--- config.mk ---
export PLATFORM = sky130hd
export DESIGN_NAME = speech_peak_hold_decay_trigger
export DESIGN_NICKNAME = d
export VERILOG_FILES = /design/src/rtl/sphd_pkg.sv /design/src/rtl/sphd_core.sv /design/src/rtl/speech_peak_hold_decay_trigger.sv
export SDC_FILE = /design/constraint.sdc
export NUM_CORES = 1
export LEC_CHECK = 0
export BUFFER_PORTS_ARGS = -buffer_cell sky130_fd_sc_hd__clkbuf_2
export CAP_MARGIN = 20
export CORE_AREA = 2 2 176 178
export DETAILED_ROUTE_END_ITERATION = 8
export DIE_AREA = 0 0 178 180
export GPL_TIMING_DRIVEN = 0
export MAX_ROUTING_LAYER = met4
export PLACE_DENSITY = 0.69
export SYNTH_ARGS = -nofsm -noshare
export SYNTH_HDL_FRONTEND = slang
export SYNTH_SLANG_ARGS = --single-unit
--- constraint.sdc ---
create_clock -name clk -period 9 [get_ports clk]
set_input_delay 0.9 -clock clk [delete_from_list [all_inputs] [get_ports clk]]
set_output_delay 0.9 -clock clk [all_outputs]
set_load 0.005 [all_outputs]
--- src/rtl/sphd_pkg.sv ---
// Shared types, register indexes and the decay factor table of the speech peak trigger.
`timescale 1ns / 1ps
`default_nettype none

package sphd_pkg;

	localparam int PROB_W   = 16;
	localparam int HOLD_W   = 9;
	localparam int LIMIT_W  = 8;
	localparam int FACTOR_W = 17;
	localparam int KIDX_W   = 8;
	localparam int CFG_IDX_W = 8;
	localparam int CFG_DATA_W = 16;
	localparam int OUT_TDATA_W = 24;

	localparam logic [CFG_IDX_W-1:0] REG_HOLD_LIMIT        = 8'd0;
	localparam logic [CFG_IDX_W-1:0] REG_TRIGGER_THRESHOLD = 8'd1;

	localparam logic [LIMIT_W-1:0] HOLD_LIMIT_RESET        = 8'd5;
	localparam logic [PROB_W-1:0]  TRIGGER_THRESHOLD_RESET = 16'd45875;

	typedef enum logic [1:0] {
		ACT_NONE       = 2'd0,
		ACT_TRANSCRIBE = 2'd1,
		ACT_FLUSH      = 2'd2
	} action_t;

	typedef struct packed {
		logic [LIMIT_W-1:0] hold_limit;
		logic [PROB_W-1:0]  trigger_threshold;
	} cfg_t;

	// round(65536 * exp(-0.25 * k)); zero from k = 48 on.
	function automatic logic [FACTOR_W-1:0] decay_factor(input logic [KIDX_W-1:0] k);
		logic [FACTOR_W-1:0] f;
		case (k)
			8'd0:  f = 17'd65536;
			8'd1:  f = 17'd51039;
			8'd2:  f = 17'd39750;
			8'd3:  f = 17'd30957;
			8'd4:  f = 17'd24109;
			8'd5:  f = 17'd18776;
			8'd6:  f = 17'd14623;
			8'd7:  f = 17'd11388;
			8'd8:  f = 17'd8869;
			8'd9:  f = 17'd6907;
			8'd10: f = 17'd5380;
			8'd11: f = 17'd4190;
			8'd12: f = 17'd3263;
			8'd13: f = 17'd2541;
			8'd14: f = 17'd1979;
			8'd15: f = 17'd1541;
			8'd16: f = 17'd1200;
			8'd17: f = 17'd935;
			8'd18: f = 17'd728;
			8'd19: f = 17'd567;
			8'd20: f = 17'd442;
			8'd21: f = 17'd344;
			8'd22: f = 17'd268;
			8'd23: f = 17'd209;
			8'd24: f = 17'd162;
			8'd25: f = 17'd127;
			8'd26: f = 17'd99;
			8'd27: f = 17'd77;
			8'd28: f = 17'd60;
			8'd29: f = 17'd47;
			8'd30: f = 17'd36;
			8'd31: f = 17'd28;
			8'd32: f = 17'd22;
			8'd33: f = 17'd17;
			8'd34: f = 17'd13;
			8'd35: f = 17'd10;
			8'd36: f = 17'd8;
			8'd37: f = 17'd6;
			8'd38: f = 17'd5;
			8'd39: f = 17'd4;
			8'd40: f = 17'd3;
			8'd41: f = 17'd2;
			8'd42: f = 17'd2;
			8'd43: f = 17'd1;
			8'd44: f = 17'd1;
			8'd45: f = 17'd1;
			8'd46: f = 17'd1;
			8'd47: f = 17'd1;
			default: f = 17'd0;
		endcase
		return f;
	endfunction

endpackage

`default_nettype wire

--- src/rtl/sphd_core.sv ---
// Peak, hold, decay and trigger state with the per-frame update logic.
`timescale 1ns / 1ps
`default_nettype none

module sphd_core #(
	parameter int DECAY_STEPS = 64
) (
	input  wire logic                         clk,
	input  wire logic                         arst_n,
	input  wire logic                         step,
	input  wire logic [sphd_pkg::PROB_W-1:0]  prob,
	input  wire sphd_pkg::cfg_t               cfg,
	output sphd_pkg::action_t                 action,
	output logic [sphd_pkg::PROB_W-1:0]       reported_peak
);

	localparam int DC_W = $clog2(DECAY_STEPS);
	localparam logic [DC_W-1:0] DC_MAX = DC_W'(DECAY_STEPS - 1);

	logic [sphd_pkg::PROB_W-1:0] peak_q;
	logic [sphd_pkg::HOLD_W-1:0] hold_q;
	logic [DC_W-1:0]             decay_q;
	logic                        trig_q;

	logic [sphd_pkg::PROB_W-1:0] peak_next;
	logic [sphd_pkg::HOLD_W-1:0] hold_next;
	logic [DC_W-1:0]             decay_next;
	logic                        trig_next;
	logic [sphd_pkg::PROB_W-1:0] upd_peak;
	logic [sphd_pkg::FACTOR_W-1:0] factor;
	logic [32:0]                 prod;
	logic [32:0]                 rounded;

	assign factor  = sphd_pkg::decay_factor(sphd_pkg::KIDX_W'(decay_q));
	assign prod    = 33'(peak_q) * 33'(factor);
	assign rounded = prod + 33'd32768;

	always_comb begin
		upd_peak   = peak_q;
		hold_next  = hold_q;
		decay_next = decay_q;
		if (prob > peak_q) begin
			upd_peak   = prob;
			decay_next = '0;
		end else if (hold_q <= {1'b0, cfg.hold_limit}) begin
			hold_next = hold_q + 9'd1;
		end else begin
			hold_next = '0;
			upd_peak  = rounded[31:16];
			if (decay_q < DC_MAX) begin
				decay_next = decay_q + DC_W'(1);
			end
		end

		peak_next = upd_peak;
		trig_next = trig_q;
		action    = sphd_pkg::ACT_NONE;
		if (upd_peak >= cfg.trigger_threshold) begin
			action    = sphd_pkg::ACT_TRANSCRIBE;
			trig_next = 1'b1;
		end else if (trig_q) begin
			action    = sphd_pkg::ACT_FLUSH;
			trig_next = 1'b0;
			peak_next = '0;
		end
	end

	assign reported_peak = upd_peak;

	always_ff @(posedge clk or negedge arst_n) begin
		if (!arst_n) begin
			peak_q  <= '0;
			hold_q  <= '0;
			decay_q <= '0;
			trig_q  <= 1'b0;
		end else if (step) begin
			peak_q  <= peak_next;
			hold_q  <= hold_next;
			decay_q <= decay_next;
			trig_q  <= trig_next;
		end
	end

endmodule

`default_nettype wire

--- src/rtl/speech_peak_hold_decay_trigger.sv ---
// Top level of the speech peak-hold-decay trigger: stream ports, config registers, pipeline.
`timescale 1ns / 1ps
`default_nettype none
// An accepted input item goes through the input register and then the result register.
// Throughput: one item per cycle unless m_tready stalls the output; the whole frame update
// (one 16x17 multiply, a round, and the threshold compare) fits between the two registers.
// Reset (arst_n low, asynchronous) clears the peak, hold, decay and trigger state,
// empties both pipeline registers and loads hold_limit 5 and trigger_threshold 45875.

module speech_peak_hold_decay_trigger #(
	parameter int DECAY_STEPS = 64
) (
	input  wire logic                             clk,
	input  wire logic                             arst_n,
	// Input stream.
	input  wire logic                             s_tvalid,
	output logic                                  s_tready,
	input  wire logic [sphd_pkg::PROB_W-1:0]      s_tdata,   // [15:0] speech_probability
	// Result stream.
	output logic                                  m_tvalid,
	input  wire logic                             m_tready,
	output logic [sphd_pkg::OUT_TDATA_W-1:0]      m_tdata,   // [1:0] action, [17:2] reported_peak
	// Configuration write port.
	input  wire logic                             cfg_we,
	input  wire logic [sphd_pkg::CFG_IDX_W-1:0]   cfg_index,
	input  wire logic [sphd_pkg::CFG_DATA_W-1:0]  cfg_wdata
);

	// Configuration registers. Writes to unknown indexes are dropped.
	sphd_pkg::cfg_t cfg_q;

	always_ff @(posedge clk or negedge arst_n) begin
		if (!arst_n) begin
			cfg_q.hold_limit        <= sphd_pkg::HOLD_LIMIT_RESET;
			cfg_q.trigger_threshold <= sphd_pkg::TRIGGER_THRESHOLD_RESET;
		end else if (cfg_we) begin
			case (cfg_index)
				sphd_pkg::REG_HOLD_LIMIT:
					cfg_q.hold_limit <= cfg_wdata[sphd_pkg::LIMIT_W-1:0];
				sphd_pkg::REG_TRIGGER_THRESHOLD:
					cfg_q.trigger_threshold <= cfg_wdata;
				default: ;
			endcase
		end
	end

	// Input register. An item moves on into the result register whenever that
	// register is empty or is being emptied this cycle, and the frame state is
	// updated at that same edge, so back-to-back items see each other's state.
	logic                        valid_s1;
	logic [sphd_pkg::PROB_W-1:0] prob_s1;
	logic                        advance;

	assign advance  = valid_s1 && (!m_tvalid || m_tready);
	assign s_tready = !valid_s1 || advance;

	always_ff @(posedge clk or negedge arst_n) begin
		if (!arst_n) begin
			valid_s1 <= 1'b0;
		end else if (s_tready) begin
			valid_s1 <= s_tvalid;
		end
	end

	always_ff @(posedge clk) begin
		if (s_tready && s_tvalid) begin
			prob_s1 <= s_tdata;
		end
	end

	// Frame update.
	sphd_pkg::action_t           act_c;
	logic [sphd_pkg::PROB_W-1:0] peak_c;

	sphd_core #(
		.DECAY_STEPS (DECAY_STEPS)
	) u_core (
		.clk           (clk),
		.arst_n        (arst_n),
		.step          (advance),
		.prob          (prob_s1),
		.cfg           (cfg_q),
		.action        (act_c),
		.reported_peak (peak_c)
	);

	// Result register.
	logic                        out_valid_q;
	sphd_pkg::action_t           out_act_q;
	logic [sphd_pkg::PROB_W-1:0] out_peak_q;

	always_ff @(posedge clk or negedge arst_n) begin
		if (!arst_n) begin
			out_valid_q <= 1'b0;
		end else if (!out_valid_q || m_tready) begin
			out_valid_q <= valid_s1;
		end
	end

	always_ff @(posedge clk) begin
		if (advance) begin
			out_act_q  <= act_c;
			out_peak_q <= peak_c;
		end
	end

	assign m_tvalid = out_valid_q;
	assign m_tdata  = {6'd0, out_peak_q, out_act_q};

	// An empty result register never holds back the input side.
	a_ready_when_empty: assert property (@(posedge clk) disable iff (!arst_n)
		!m_tvalid |-> s_tready)
		else $error("input stalled while the result register was empty");

	// A waiting item with room downstream shows up as a result next cycle.
	a_item_moves_on: assert property (@(posedge clk) disable iff (!arst_n)
		valid_s1 && (!m_tvalid || m_tready) |=> m_tvalid)
		else $error("item in the input register did not reach the output");

	// The input register only empties by moving its item into the result register.
	a_no_drop: assert property (@(posedge clk) disable iff (!arst_n)
		valid_s1 && !s_tready |=> valid_s1)
		else $error("input item lost while stalled");

endmodule

`default_nettype wire

==> qor_table.md <==
| Item | Reported | Unit |
|---|---|---|
| Result of the run | finished, violations left | - |
| Violated checks | setup timing | - |
| Synth Area per Inst | 8.92 | sq um |
| Via Count | 12800 | - |
| Crit path top cell by count | sky130_fd_sc_hd__fa_1 | - |
| Worst setup SP type | register | - |
| Die outline area | 32000 | sq um |
| Depth of the worst hold-timing path | 1 | - |
| Vertical die dimension | 180 | microns |
| Routed length per placed instance | 20.6 | microns |
| Startpoint of the lowest-slack hold path | valid_s1 | - |
| Number of enable flip-flop cells after synthesis | 34 | - |
| Register bit total from synthesis | 92 | - |
| Worst-case register-to-register setup slack | -0.17 | ns |
| Wire length reported by the detailed router | 45700 | microns |
| Area of the core | 30200 | sq um |
| Utilization of the core after routing | 0.582 | - |
| Worst relative slew slack | 0.436 | - |
| Number of cells produced by synthesis | 1661 | - |
| Antenna violations before repair | 0 | - |
| Signal arrival time at the worst endpoint | 9.40 | ns |
| Hold WC Path Type | register to register | - |
| Largest stage delay, worst path | 0.57 | ns |
| CTS tree | done | - |
| Required time at the worst-slack endpoint | 9.23 | ns |
| Fraction of final layout cells with drive strength greater than 1 | 0.191 | - |
| Routability congestion estimate | 0.971 | - |
| Post-Place Cells | 2131 | - |
| Post-route clock period utilization | 1.02 | - |
| Highest-count cells in the layout ignoring fill and taps | sky130_fd_sc_hd__inv_1 (289), sky130_fd_sc_hd__fa_1 (202), sky130_fd_sc_hd__nand2_1 (194) | - |
| R2r endpoint | u_core.peak_q[14] | - |
| Congestion Overflow GR | 0 | - |
| Actual transition at the worst max-transition pin | 0.847 | ns |
| Synthesis-to-layout area growth | 18.5 | % |
| Maximum level of the CTS H-tree | 3 | - |
| DRC marker count from the first detailed-route iteration | 1079 | - |
| Detail Route Antenna Nets | 0 | - |
| Post-DR vias/cell | 5.75 | - |
| Sequential cell area fraction in the yosys report | 0.168 | - |
| DIE WIDTH | 178 | microns |
| Number of cells on the worst reg-to-reg path | 41 | - |
| Non-filler cells in the finished layout | 2216 | - |
| Count of buffers inserted at the top-level ports | 64 | - |
| Power density over cell area | 140 | nW/um^2 |
| Total negative slack for setup checks | -1.75 | ns |
| IO Count | 71 | - |
| Std-Cell Rows | 64 | - |
| Post-Syn Area | 14800 | sq um |
| Critical-path maximum fanout | 7 | - |
| Number of hold-slack violations in the final timing report | 0 | - |
| Initial core utilization | 0.491 | - |
| CTS root buffer | sky130_fd_sc_hd__clkbuf_16 | - |
| Post-Route Skew | 0.00810 | ns |
| Synth cell types | 84 | - |
| Worst supply voltage drop on vdd | 0.185 | mV |
| Clock tree sinks | 92 | - |
| Portion of synthesized cell area occupied by the leading cell type | 0.278 | - |
| Final setup vio count | 17 | - |
| Clock-pin transition on the worst setup and hold timing paths | 0.07 | ns |
| Worst-case hold slack | 0.489 | ns |
| Launch instance of the worst register-to-register path | u_core.decay_q[0] | - |
| Top cells by area in the synthesized netlist | sky130_fd_sc_hd__fa_1 (28%), sky130_fd_sc_hd__ha_1 (14%), sky130_fd_sc_hd__dfrtp_1 (7.9%), sky130_fd_sc_hd__inv_1 (7.7%), sky130_fd_sc_hd__edfxtp_1 (6.9%) | - |
| Lkg Pwr | 8.45 | nW |
| Least setup slack across all paths after layout | -0.169 | ns |
| Minimum clock period | 9.17 | ns |
| Total routing resource utilization after global routing | 0.302 | - |
| Hold-critical path endpoint | m_tvalid | - |
| Count of antenna diodes in the layout | 0 | - |
| Layout net count | 2232 | - |
| Detailed Place HPWL | 35700 | microns |
| Max Freq | 0.109 | GHz |
| Share of synthesized flip-flops with an asynchronous set or reset | 0.630 | - |
| Most area-hungry cell type in the Yosys netlist | sky130_fd_sc_hd__fa_1 | - |
| Critical path type | register to register | - |
| Unrepaired setup endpoints after global routing | true | - |
| Most instantiated flip-flop cell in the synthesis netlist | sky130_fd_sc_hd__dfrtp_1 | - |
| Kind of capture point of the worst setup path | register | - |
| Number of global-route vias before repair | 13100 | - |
| Pin count of the biggest net entering global routing | 59 | - |
| Most common cell after layout, fill and taps aside | sky130_fd_sc_hd__inv_1 | - |
| Number of max-cap violations | 0 | - |
| Count of yosys warnings during synthesis | 0 | - |
| Total clock buffers created by CTS | 9 | - |
| Bufs on Longest Clock Path | 2 | - |
| Clock latency on the worst-skew pair | 0.35 | ns |
| Wire length of the first global-routing pass | 72200 | microns |
| Drt first pass iters | 6 | - |
| Remaining DRCs | 0 | - |
| Final slew viol count | 0 | - |
| Slowest CP cell | sky130_fd_sc_hd__fa_1 | - |
## Yosys cell counts, drive strengths merged, types with 4 or more instances
cell    count
nand4      17
buf        18
nor2b       5
edfxtp     34
nor2       86
o21ai      63
dfrtp      47
o21bai      7
xor2        5
a31oi       8
nand3      28
fa        206
o211ai      5
o21a        8
nor4b       4
dfstp      11
mux2       21
a21o       13
nand2b     13
nor3       34
clkbuf     66
nor4       10
a221oi      4
a211oi     12
or3         4
a21oi      58
xnor2      15
inv       305
ha        166
o32ai       4
a311oi      4
nand2     201
and2       99
a22o        6
and3        9
mux2i       5
o31ai       8
## registers in the layout (all words and copies together) (netlist names)
signal / cells
cfg_q: 24
m_tvalid: 1
out_act_q: 2
out_peak_q: 16
prob_s1: 16
u_core.decay_q: 6
u_core.hold_q: 9
u_core.peak_q: 16
u_core.trig_q: 1
valid_s1: 1
## what timing repair did
item / in CTS / in global routing
buffers inserted: 59 / 16
hold buffers: 0 / 0
pin swaps: 43 / 15
endpoints found under the setup margin: 25 / 19
gates resized for setup: 180 / 50
## through the flow
stage          area (sq um)  power (W)  setup slack (ns)
2_1_floorplan         14900    0.00137            0.0110
3_3_place_gp          15700    0.00181             -2.78
3_5_place_dp          15800    0.00183             -2.38
4_1_cts               17300    0.00233           -0.0150
5_1_grt               17600    0.00261            -0.533
6_report              17600    0.00246            -0.169
## routing by layer
layer,part of all wire,global-route usage
met1,0.41,0.398
met3,0.067,0.0334
met2,0.48,0.484
met5,0,-
met4,0.041,0.105
## where the power goes
| part | switching (W) | leakage (nW) | internal (W) |
|---|---|---|---|
| clock | 0.000165 | 0.141 | 0.000215 |
| combinational | 0.000924 | 7.28 | 0.000530 |
| sequential | 0.0000855 | 1.03 | 0.000544 |
| total | 0.00117 | 8.45 | 0.00129 |
## cell type report
class | count | area [sq um]
multi-input cells | 1184 | 11500
repair buffers | 142 | 995
clock buffers | 10 | 229
well taps | 396 | 495
flip-flops and latches | 92 | 2490
plain buffers | 80 | 603
clock inverters | 6 | 61.3
fillers | 2607 | 12600
inverters | 306 | 1180
## worst max-delay path by stage
stage                                    to  cells past startpoint               from
after floorplan            u_core.peak_q[8]                     40  u_core.decay_q[0]
after global placement     u_core.peak_q[4]                     32  u_core.decay_q[2]
after detailed placement   u_core.peak_q[4]                     33  u_core.decay_q[2]
after CTS                  u_core.peak_q[8]                     40  u_core.decay_q[0]
after global routing       u_core.peak_q[8]                     41  u_core.decay_q[0]
final                     u_core.peak_q[14]                     41  u_core.decay_q[0]
## cell families after synthesis
kind of cell,after synthesis,share of synthesized area
fa+ha+maj,372,0.418
buf+inv,390,0.103
other cells,1,0.000253
mux,26,0.0193
simple gates,522,0.171
xor+xnor,20,0.0118
flops,92,0.168
compound gates,238,0.108
## worst max-delay path, delay by kind of cell, from the launching register on
kind | cells | cell delay, ns
simple gates | 9 | 0.83
flops | 1 | 0.39
fa+ha+maj | 9 | 3.87
compound gates | 10 | 2.21
mux | 1 | 0.27
buf+inv | 12 | 1.43
(Power assumes the default switching activity.)
